===== config.mk =====
export PLATFORM = sky130hd
export DESIGN_NAME = ac_mains_presence_detector_core
export DESIGN_NICKNAME = d
export VERILOG_FILES = /design/src/rtl/acmpd_pkg.sv /design/src/rtl/acmpd_state.sv /design/src/rtl/ac_mains_presence_detector_core.sv
export VERILOG_INCLUDE_DIRS = /design/src /design/src/rtl
export SDC_FILE = /design/constraint.sdc
export NUM_CORES = 1
export LEC_CHECK = 0
export ABC_CLOCK_PERIOD_IN_PS = 6400
export BUFFER_PORTS_ARGS = -buffer_cell sky130_fd_sc_hd__buf_4
export CORE_MARGIN = 1.5
export CORE_UTILIZATION = 30
export CTS_CLUSTER_DIAMETER = 80
export DETAILED_ROUTE_END_ITERATION = 10
export PLACE_DENSITY = 0.52
export SLEW_MARGIN = 20
export SYNTH_ARGS = -nofsm -noshare
export SYNTH_HDL_FRONTEND = slang
export SYNTH_HIERARCHICAL = 1
export SYNTH_SLANG_ARGS = --single-unit

===== constraint.sdc =====
create_clock -name clk_i -period 6.4 [get_ports clk_i]
set_clock_uncertainty 0.15 [all_clocks]
set_input_delay 0.32 -clock clk_i [delete_from_list [all_inputs] [get_ports clk_i]]
set_output_delay 0.32 -clock clk_i [all_outputs]
set_load 0.05 [all_outputs]

===== src/rtl/ac_mains_presence_detector_core_macros.svh =====
// Assertion helpers used by the detector state module.
// Every check runs on the block clock and is off while reset is asserted.
`ifndef AC_MAINS_PRESENCE_DETECTOR_CORE_MACROS_SVH
`define AC_MAINS_PRESENCE_DETECTOR_CORE_MACROS_SVH

// Check that a property holds at every clock edge.
`define AMPD_ASSERT(lbl, prop, msg) \
  lbl: assert property (@(posedge clk_i) disable iff (!rst_ni) (prop)) else $error(msg);

// Check that a condition in one cycle implies a consequence in the next cycle.
`define AMPD_ASSERT_NEXT(lbl, ante, cons, msg) \
  `AMPD_ASSERT(lbl, (ante) |=> (cons), msg)

`endif


===== src/rtl/acmpd_pkg.sv =====
`timescale 1ns / 1ps
package acmpd_pkg;

  localparam int unsigned TIME_W   = 32;
  localparam int unsigned CFG_IDX_W = 8;
  localparam int unsigned AGREE_W  = 4;
  localparam int unsigned OUT_DATA_W = 8;

  // Edges closer than this are optocoupler noise
  localparam logic [TIME_W-1:0] NOISE_US = 32'd5000;

  // Register reset values
  localparam logic [TIME_W-1:0] WINDOW_MS_RST      = 32'd100;
  localparam logic [TIME_W-1:0] PULSES_NEEDED_RST  = 32'd5;
  localparam logic [TIME_W-1:0] PERIOD_LOW_US_RST  = 32'd0;
  localparam logic [TIME_W-1:0] PERIOD_HIGH_US_RST = 32'd0;

  // Agreeing windows counted before the count saturates
  localparam int unsigned AGREE_LIMIT_DEF = 10;

  typedef enum logic [0:0] {
    CMD_EDGE  = 1'b0,
    CMD_CHECK = 1'b1
  } cmd_e;

  typedef enum logic [CFG_IDX_W-1:0] {
    REG_WINDOW_MS      = 8'd0,
    REG_PULSES_NEEDED  = 8'd1,
    REG_PERIOD_LOW_US  = 8'd2,
    REG_PERIOD_HIGH_US = 8'd3
  } reg_idx_e;

  typedef struct packed {
    logic [TIME_W-1:0] window_ms;
    logic [TIME_W-1:0] pulses_needed;
    logic [TIME_W-1:0] period_low_us;
    logic [TIME_W-1:0] period_high_us;
  } cfg_t;

  typedef struct packed {
    cmd_e              cmd;
    logic [TIME_W-1:0] time_us;
    logic [TIME_W-1:0] time_ms;
  } item_t;

  typedef struct packed {
    logic ac_present;
    logic pin_level;
    logic window_evaluated;
  } result_t;

endpackage


===== src/rtl/acmpd_state.sv =====
`timescale 1ns / 1ps
`include "ac_mains_presence_detector_core_macros.svh"
module acmpd_state #(
  parameter int unsigned AgreeLimit = acmpd_pkg::AGREE_LIMIT_DEF
) (
  input  logic              clk_i,
  input  logic              rst_ni,
  input  logic              fire_i,
  input  acmpd_pkg::item_t  item_i,
  input  acmpd_pkg::cfg_t   cfg_i,
  output acmpd_pkg::result_t result_o
);
  import acmpd_pkg::*;

  localparam logic [AGREE_W-1:0] AgreeMax = AGREE_W'(AgreeLimit);

  logic [TIME_W-1:0]  last_edge_q, last_edge_d;
  logic               edge_seen_q, edge_seen_d;
  logic [TIME_W-1:0]  tally_q, tally_d;
  logic [TIME_W-1:0]  last_check_q, last_check_d;
  logic               cand_q, cand_d;
  logic [AGREE_W-1:0] agree_q, agree_d;
  logic               present_q, present_d;

  logic [TIME_W-1:0]  period;
  logic [TIME_W-1:0]  since_check;
  logic               in_window;
  logic               judged;
  logic               evaluated;

  // Work out the next detector state for the item at hand
  always_comb begin
    last_edge_d  = last_edge_q;
    edge_seen_d  = edge_seen_q;
    tally_d      = tally_q;
    last_check_d = last_check_q;
    cand_d       = cand_q;
    agree_d      = agree_q;
    present_d    = present_q;
    evaluated    = 1'b0;

    period      = item_i.time_us - last_edge_q;
    since_check = item_i.time_ms - last_check_q;
    in_window   = (cfg_i.period_low_us == '0) ||
                  ((period >= cfg_i.period_low_us) && (period <= cfg_i.period_high_us));
    judged      = (tally_q >= cfg_i.pulses_needed);

    if (fire_i) begin
      case (item_i.cmd)
        CMD_EDGE: begin
          // Drop noise edges; the first edge is always taken
          if (!(edge_seen_q && (period < NOISE_US))) begin
            last_edge_d = item_i.time_us;
            edge_seen_d = 1'b1;
            if (in_window) begin
              tally_d = tally_q + 32'd1;
            end
          end
        end
        CMD_CHECK: begin
          // Close the window once the timeout has run out
          if (since_check >= cfg_i.window_ms) begin
            evaluated = 1'b1;
            tally_d   = '0;
            if (judged == cand_q) begin
              if (agree_q < AgreeMax) begin
                agree_d = agree_q + 4'd1;
              end
            end else begin
              cand_d  = judged;
              agree_d = '0;
            end
            if ((agree_d != '0) && (cand_d != present_q)) begin
              present_d = cand_d;
            end
            last_check_d = item_i.time_ms;
          end
        end
        default: ;
      endcase
    end
  end

  // Report the state as it stands after this item
  assign result_o.ac_present       = present_d;
  assign result_o.pin_level        = ~present_d;
  assign result_o.window_evaluated = evaluated;

  always_ff @(posedge clk_i or negedge rst_ni) begin
    if (!rst_ni) begin
      last_edge_q  <= '0;
      edge_seen_q  <= 1'b0;
      tally_q      <= '0;
      last_check_q <= '0;
      cand_q       <= 1'b0;
      agree_q      <= '0;
      present_q    <= 1'b0;
    end else begin
      last_edge_q  <= last_edge_d;
      edge_seen_q  <= edge_seen_d;
      tally_q      <= tally_d;
      last_check_q <= last_check_d;
      cand_q       <= cand_d;
      agree_q      <= agree_d;
      present_q    <= present_d;
    end
  end

  `AMPD_ASSERT(a_agree_bounded, agree_q <= AgreeMax, "agreement count above limit")
  `AMPD_ASSERT_NEXT(a_tally_cleared, fire_i && evaluated, tally_q == '0, "tally not cleared after window")
  `AMPD_ASSERT_NEXT(a_present_only_on_eval, !(fire_i && evaluated), $stable(present_q), "presence changed outside evaluation")
  `AMPD_ASSERT_NEXT(a_noise_no_change, fire_i && (item_i.cmd == CMD_EDGE) && edge_seen_q && (period < NOISE_US), $stable(tally_q) && $stable(last_edge_q), "noise edge changed state")

endmodule


===== src/rtl/ac_mains_presence_detector_core.sv =====
`timescale 1ns / 1ps
// AC mains presence detector. Each request on the input stream is either an
// optocoupler edge (tuser = 0, microsecond timestamp) or a periodic check
// (tuser = 1, millisecond timestamp), and each produces exactly one result
// carrying the presence state, the inverted pin level and whether the check
// closed a window. The block takes one request per clock cycle while its
// results are taken; a request enters an input register, and the detector
// state is updated as the request moves into the output register, where
// its result is held until taken. The output register decouples the sides:
// a new request is taken while a finished result waits.
// Configuration writes are always ready and take effect in the next cycle;
// writes to unknown indexes are ignored.
module ac_mains_presence_detector_core #(
  parameter int unsigned AgreeLimit = acmpd_pkg::AGREE_LIMIT_DEF
) (
  input  logic                                 clk_i,
  input  logic                                 rst_ni,
  input  logic                                 s_axis_tvalid,
  output logic                                 s_axis_tready,
  // [31:0] time_us, [63:32] time_ms
  input  logic [2*acmpd_pkg::TIME_W-1:0]       s_axis_tdata,
  // [0] command
  input  logic                                 s_axis_tuser,
  output logic                                 m_axis_tvalid,
  input  logic                                 m_axis_tready,
  // [0] ac_present, [1] pin_level, [2] window_evaluated, [7:3] zero
  output logic [acmpd_pkg::OUT_DATA_W-1:0]     m_axis_tdata,
  input  logic                                 cfg_valid_i,
  output logic                                 cfg_ready_o,
  input  logic [acmpd_pkg::CFG_IDX_W-1:0]      cfg_index_i,
  input  logic [acmpd_pkg::TIME_W-1:0]         cfg_data_i
);
  import acmpd_pkg::*;

  cfg_t    cfg_q, cfg_d;
  logic    in_valid_q, in_valid_d;
  item_t   in_item_q;
  logic    out_valid_q, out_valid_d;
  result_t out_res_q;
  result_t res;
  logic    advance;
  logic    s_accept;

  // Configuration registers
  assign cfg_ready_o = 1'b1;

  always_comb begin
    cfg_d = cfg_q;
    if (cfg_valid_i) begin
      case (reg_idx_e'(cfg_index_i))
        REG_WINDOW_MS:      cfg_d.window_ms      = cfg_data_i;
        REG_PULSES_NEEDED:  cfg_d.pulses_needed  = cfg_data_i;
        REG_PERIOD_LOW_US:  cfg_d.period_low_us  = cfg_data_i;
        REG_PERIOD_HIGH_US: cfg_d.period_high_us = cfg_data_i;
        default: ;
      endcase
    end
  end

  always_ff @(posedge clk_i or negedge rst_ni) begin
    if (!rst_ni) begin
      cfg_q.window_ms      <= WINDOW_MS_RST;
      cfg_q.pulses_needed  <= PULSES_NEEDED_RST;
      cfg_q.period_low_us  <= PERIOD_LOW_US_RST;
      cfg_q.period_high_us <= PERIOD_HIGH_US_RST;
    end else begin
      cfg_q <= cfg_d;
    end
  end

  // Advance the held request whenever the output register is free or drains
  assign advance       = in_valid_q && (!out_valid_q || m_axis_tready);
  assign s_axis_tready = !in_valid_q || advance;
  assign s_accept      = s_axis_tvalid && s_axis_tready;

  always_comb begin
    in_valid_d = in_valid_q;
    if (s_accept) begin
      in_valid_d = 1'b1;
    end else if (advance) begin
      in_valid_d = 1'b0;
    end
  end

  always_comb begin
    out_valid_d = out_valid_q;
    if (advance) begin
      out_valid_d = 1'b1;
    end else if (m_axis_tready) begin
      out_valid_d = 1'b0;
    end
  end

  always_ff @(posedge clk_i or negedge rst_ni) begin
    if (!rst_ni) begin
      in_valid_q  <= 1'b0;
      out_valid_q <= 1'b0;
    end else begin
      in_valid_q  <= in_valid_d;
      out_valid_q <= out_valid_d;
    end
  end

  // Capture the request payload
  always_ff @(posedge clk_i) begin
    if (s_accept) begin
      in_item_q.cmd     <= cmd_e'(s_axis_tuser);
      in_item_q.time_us <= s_axis_tdata[TIME_W-1:0];
      in_item_q.time_ms <= s_axis_tdata[2*TIME_W-1:TIME_W];
    end
  end

  acmpd_state #(
    .AgreeLimit(AgreeLimit)
  ) u_state (
    .clk_i   (clk_i),
    .rst_ni  (rst_ni),
    .fire_i  (advance),
    .item_i  (in_item_q),
    .cfg_i   (cfg_q),
    .result_o(res)
  );

  // Hold the result until it is taken
  always_ff @(posedge clk_i) begin
    if (advance) begin
      out_res_q <= res;
    end
  end

  assign m_axis_tvalid = out_valid_q;
  assign m_axis_tdata  = {5'b0, out_res_q.window_evaluated, out_res_q.pin_level,
                          out_res_q.ac_present};

endmodule

# After elaboration in Yosys (flattened, before gate mapping)
# Index checks and enable logic that the tools add are counted.
classes:
  bitwise_logic: 3
  n_reduce_logical: 22
  addsub: 4
  shifts: 0
  n_mul: 0
  order_cmp: 6
  n_mux: 22
  n_eq_ne: 8
  div_mod_pow: 0
op_table:
  columns: ["operator", "count"]
  rows:
  - ["$ge 32x32->1", 3]
  - ["$mux 32", 3]
  - ["$pmux 32 s2", 1]
  - ["$sub 32x32->32", 2]
  - ["$add 32x1->32 const B", 1]
  - ["$le 32x32->1", 1]
  - ["$logic_not 32->1", 1]
  - ["$lt 32x13->1 const B", 1]
  - ["$mux 4", 5]
  - ["$eq 8x2->1 const B", 2]
  - ["$mux 1", 13]
  - ["$eq 8x1->1 const B", 1]
  - ["$logic_not 8->1", 1]
  - ["$reduce_and 2->1", 4]
  - ["$reduce_and 3->1", 2]
  - ["$logic_and 1x1->1", 5]
  - ["$add 4x1->4 const B", 1]
  - ["$lt 4x4->1 const B", 1]
  - ["$ne 2x1->1 const B", 2]
  - ["$reduce_and 4->1", 1]
  - ["$reduce_bool 2->1", 2]
  - ["$reduce_bool 4->1", 1]
  - ["$logic_or 1x1->1", 3]
  - ["$not 1->1", 3]
  - ["4 further kinds", 5]
word_totals:
  reg_bits: 301
  latchBits: 0
  n_memories: 0
  mem_bits_rw: 0
  mem_bits_ro: 0
  out_inout_bits: 11

# Depth between registers and ports, before layout
logic_depth:
  ltp_word: 13
  depth_mapped: 27
  depth_no_buf: 25

# By module
# The synthesis kept the hierarchy.
modules_own_cells:
  columns: ["module", "cells_each", "instances", "area_each_um2"]
  rows:
  - ["acmpd_state", 1375, 1, 11531.1]
  - ["ac_mains_presence_detector_core", 359, 1, 6962.9]

# Worst setup path before layout
# No wires, ideal clock.
synth_timing:
  kind: "reg-to-reg"
  startpoint: "register in_item_q[0] in the netlist's numbering"
  endpoint: "register out_res_q (netlist bit m_axis_tdata[0]) (data pin)"
  setup_ns: 0.251
  synth_period_minus_slack_ns: 5.500
  n_path_buf: 1
  setup_slack_ns: 0.900
  stages_incl_launch_ff: 26
  arrival_ns: 5.099
  cell_sequence: "edfxtp_1 > inv_1 > ha_1 > inv_1 > fa_1 > a21o_1 > a21oi_1 > o21ai_0 > a21oi_1 > or3_1 > a21oi_1 > o311a_1 > o21ai_0 > a21boi_0 > or4_1 > nand3_1 > ha_1 > a21o_1 > a21o_1 > a21o_1 > a21oi_1 > nor2_1 > a21oi_1 > nand3b_1 > mux2_2 > buf_4"
synth_via:
  elab_chain_len: 5
synth_lines:
  columns: ["item", "line", "text"]
  rows:
  - ["start, declared", "ac_mains_presence_detector_core.sv:37", "item_t in_item_q;"]
  - ["$sub 32x32->32", "acmpd_state.sv:43", "since_check = item_i.time_ms - last_check_q;"]
  - ["$ge 32x32->1", "acmpd_state.sv:62", "if (since_check >= cfg_i.window_ms) begin"]
  - ["$mux 1", "acmpd_state.sv:62", null]
  - ["$mux 1", "acmpd_state.sv:49", "case (item_i.cmd)"]
  - ["$mux 1", "acmpd_state.sv:48", "if (fire_i) begin"]
  - ["named net u_state.present_d", "acmpd_state.sv:23", "logic present_q, present_d;"]
  - ["end signal, assigned", "ac_mains_presence_detector_core.sv:127", "out_res_q <= res;"]
  - ["end, declared", "ac_mains_presence_detector_core.sv:39", "result_t out_res_q;"]
# The timed path passes the listed nets, and every way through them passes these cells.
# A chain may end at the register's enable or synchronous reset.

# Worst setup path in the final report
layout_timing:
  startpoint: "register in_item_q[0] in the netlist's numbering"
  endpoint: "register u_state.last_check_q[4]"
layout_via:
  elab_chain_len: 3
layout_lines:
  columns: ["item", "line", "text"]
  rows:
  - ["$sub 32x32->32", "acmpd_state.sv:43", null]
  - ["$ge 32x32->1", "acmpd_state.sv:62", null]
  - ["$reduce_and 3->1 (no line)", null, null]
  - ["end signal, assigned", "acmpd_state.sv:102", "last_check_q <= last_check_d;"]
  - ["end, declared", "acmpd_state.sv:20", "logic [TIME_W-1:0] last_check_q, last_check_d;"]
# Every way passes these cells.

==> reports/results.txt <==
status = completed
vias per cell = 4.90
CTS tree = yes
maximum clock path buffer count = 3
Tot GR Track Use = 14.9%
Main synth FF type = dfrtp_1
final count of pins violating max slew = 0
overall die height = 251 um
CTS root buf = clkbuf_16
DIE AREA = 0.0631 mm2
crit path capture type = flip-flop
area of the multi-input gates = 0.00951 mm2
Initial DRC Count = 740
worst slew pin tran = 0.765 ns
nets = 2259
Synth Instances = 1734
CP Max Fanout = 22
TritonRoute pass-1 iters = 5
post-detail-place hpwl = 34600 um
Cell Rows = 90
Synth Register Bits = 301
layout cells sized above 1 = 20.5%
wl on met1 = 22300 um
Final Critical Period = 5.81 ns
Pwr Density = 364 mW/mm2
Critical Path RT = 6.67 ns
startpoint types = flip-flop
EDFF count, synth = 68
RSZ-0062 raised after global routing = no
Port Buf Inserts = 114
Met2 Wirelength = 21900 um
post-synthesis cell type count = 82
Reg area = 0.00788 mm2
GRT overflow = 0
mapped cell area = 0.0185 mm2
Worst EP arrival = 6.08 ns
sequential share of the synthesized area = 42.6%
Leak = 10.2 nW
Hold Path Class = in -> async
Clock Sink Count = 301
total CTS buffers = 37
largest net degree at the start of global routing = 125
DR top layer = met5
final hold violations = 0
core area = 0.0607 mm2
Avg Cell Area, Syn = 10.7 um2
RePlAce Congestion = 0.856
CP Class = reg -> reg
global-route wire length before repair = 74900 um
met3 WL post-DR = 1670 um
io pins = 121
Max Clk Rate = 0.172 GHz
post-route ant nets = 0
Final setup viols = 0
WL final = 46900 um
DR vias = 13600
Synth warnings = 6
initial antenna violation count = 5
width of the die = 251 um
max-cap violations = 0
fillers = 6029
CTS clock-pin slew for the worst setup and hold paths = 0.06 ns
DR WL/cell = 16.9 um
H-tree Lvls = 2
Remaining DRCs = 0
post-CTS setup repair buffer count = 0
clk_lat worst skew = 0.56 ns
fin area = 0.0224 mm2
final cell count without fillers = 2767
fin util = 37.0%
Placed Cells = 2595
dpl cell area = 0.0202 mm2
setup TNS = 0 ns
Initial Utilization = 30.5%
period utilisation layout = 90.8%
worst rel slew slack = 49.0%
vias in the first global route = 13600
asr flop ratio synth = 77.4%
PostCTS Resize Cnt = 0
synthesis-to-finish area growth = 21.4%
maximum VDD drop = 0.279 mV
==> cell type report <==
class	instances	area share (%)
well taps	782	4.36
inverters	221	3.70
clock inverters	17	0.808
diodes	2	0.0223
clock buffers	50	4.61
repair buffers	232	9.06
multi-input cells	1162	42.3
flip-flops and latches	301	35.1
==> logic make-up after synthesis <==
group           count (synthesis)  share of synthesized area [%]
compound gates                374                           13.8
simple gates                  341                           9.92
flops                         301                           42.6
buf+inv                       275                           6.15
mux                           197                           12.0
fa+ha+maj                     194                           13.2
xor+xnor                       50                           2.37
other cells                     2                         0.0406
==> metal layers <==
metal | up-vias | track usage [%]
met5 | - | 0
met4 | 2 | 3.87
met3 | 51 | 2.26
met2 | 207 | 24.8
met1 | 6626 | 20.3
li1 | 6682 | -
==> where the power goes <==
group,total (mW),leakage [nW],internal [mW],switching (mW)
clock,2.12,0.604,1.27,0.854
sequential,2.38,3.70,2.23,0.153
combinational,3.67,5.87,1.67,2.00
==> worst paths after layout <==
path	to	from	slack, ns	depth (start not counted)
worst max-delay path	u_state/last_check_q[4]$_DFFE_PN0P_	in_item_q[0]$_DFFE_PP_	0.59	25
worst min-delay path	u_state/tally_q[24]$_DFFE_PN0P_	rst_ni	0.09	2
worst max register to register	u_state/last_check_q[4]$_DFFE_PN0P_	in_item_q[0]$_DFFE_PP_	0.59	25
worst min register to register	u_state/last_check_q[0]$_DFFE_PN0P_	u_state/last_check_q[0]$_DFFE_PN0P_	0.34	2
max in group asynchronous	u_state/last_edge_q[21]$_DFFE_PN0P_	rst_ni	4.72	4
min in group clk_i	in_item_q[9]$_DFFE_PP_	s_axis_tdata[41]	0.33	2
==> cells in the final DEF (no fill, tap or decap), types with 6 or more instances in the layout <==
cell,Yosys,routed
mux2i_1,6,6
or2_2,8,8
dfrtp_1,228,228
inv_1,221,221
o31ai_1,8,8
buf_4,16,127
o31a_1,6,6
nor3_1,27,27
clkinv_2,0,7
nor2b_1,33,33
clkbuf_1,22,8
nand2b_1,18,18
mux2_2,188,188
xnor2_1,33,33
xor2_1,17,17
o22a_1,25,25
nand3_1,27,27
dlygate4sd3_1,0,101
nand2_1,56,56
a31oi_1,11,11
o21bai_1,12,12
o21a_1,16,16
o2111ai_1,6,6
o21ai_0,74,74
nor2_1,59,59
a211oi_1,10,10
nand4_1,30,30
conb_1,2,6
ha_1,192,192
o211ai_1,9,9
a21o_1,61,61
edfxtp_1,68,68
and3_1,29,29
and2_1,11,10
or3_1,6,6
nor4_1,16,16
clkbuf_16,0,38
a21oi_1,86,85
==> sequential cells by signal, summed over array words and instances, names as in the netlist <==
name,cells
u_state/agree_q,4
u_state/cand_q,1
u_state/present_q,1
m_axis_tvalid,1
u_state/edge_seen_q,1
u_state/last_check_q,32
in_item_q,65
in_valid_q,1
u_state/last_edge_q,32
cfg_q,128
u_state/tally_q,32
m_axis_tdata,3
==> worst max-delay path: stages, from the launching register on <==
cell and delay (ns):
edfxtp_1 0.36, inv_1 0.08, ha_1 0.19, inv_1 0.06, fa_1 0.39, a21o_1 0.17, a21oi_1 0.25, o21ai_0 0.16
a21oi_1 0.23, or3_1 0.17, a21oi_1 0.10, o311a_1 0.34, o21ai_0 0.30, a21boi_0 0.20, a21oi_1 0.16, ha_1 0.26
a21o_1 0.17, a21o_1 0.17, a21o_1 0.17, a21o_1 0.17, a21o_1 0.16, a21oi_1 0.13, nor2_1 0.08, a21oi_4 0.31
buf_4 0.36, mux2_2 0.37
==> metrics by stage <==
stage / hold WS, ns / power [mW] / setup WS (ns)
3_3_place_gp: 0.317 / 5.92 / 0.649
3_5_place_dp: 0.330 / 6.02 / 0.586
5_1_grt: 0.0942 / 8.85 / 0.129
4_1_cts: 0.291 / 8.25 / 0.524
6_report: 0.0941 / 8.17 / 0.588
2_1_floorplan: -0.126 / 5.12 / 0.900
==> cells in the mapped netlist, drive strengths merged, types with 5 or more instances <==
library cell | number | area [um2]
o2111ai | 6 | 52.6
o21bai | 12 | 90.1
nor2 | 59 | 221
dfrtp | 228 | 5710
xor2 | 17 | 149
mux2i | 6 | 60.1
ha | 192 | 2400
nand3 | 27 | 135
o31a | 6 | 52.6
mux2 | 191 | 2150
a31oi | 11 | 68.8
a21o | 61 | 458
o22a | 25 | 219
edfxtp | 68 | 2040
nor4 | 16 | 100
inv | 221 | 830
clkbuf | 23 | 87.6
or2 | 8 | 50.1
a211oi | 11 | 87.6
nand2b | 18 | 113
buf | 31 | 220
nor3 | 27 | 135
a21oi | 86 | 430
o21ai | 77 | 397
nand2 | 56 | 210
dfstp | 5 | 131
and3 | 29 | 181
o211ai | 10 | 88.8
and2 | 12 | 75.1
xnor2 | 33 | 289
and4 | 5 | 43.8
or3 | 6 | 37.5
nand4 | 30 | 188
a21boi | 5 | 37.5
o21a | 16 | 120
o31ai | 8 | 60.1
nor2b | 33 | 206
==> what timing repair did <==
action / 4_1_cts / 5_1_grt
hold endpoints to repair: 312 / 0
setup endpoints to repair: 0 / 0
hold buffers: 101 / 0
No activity file was read; power rests on OpenSTA's default activity.
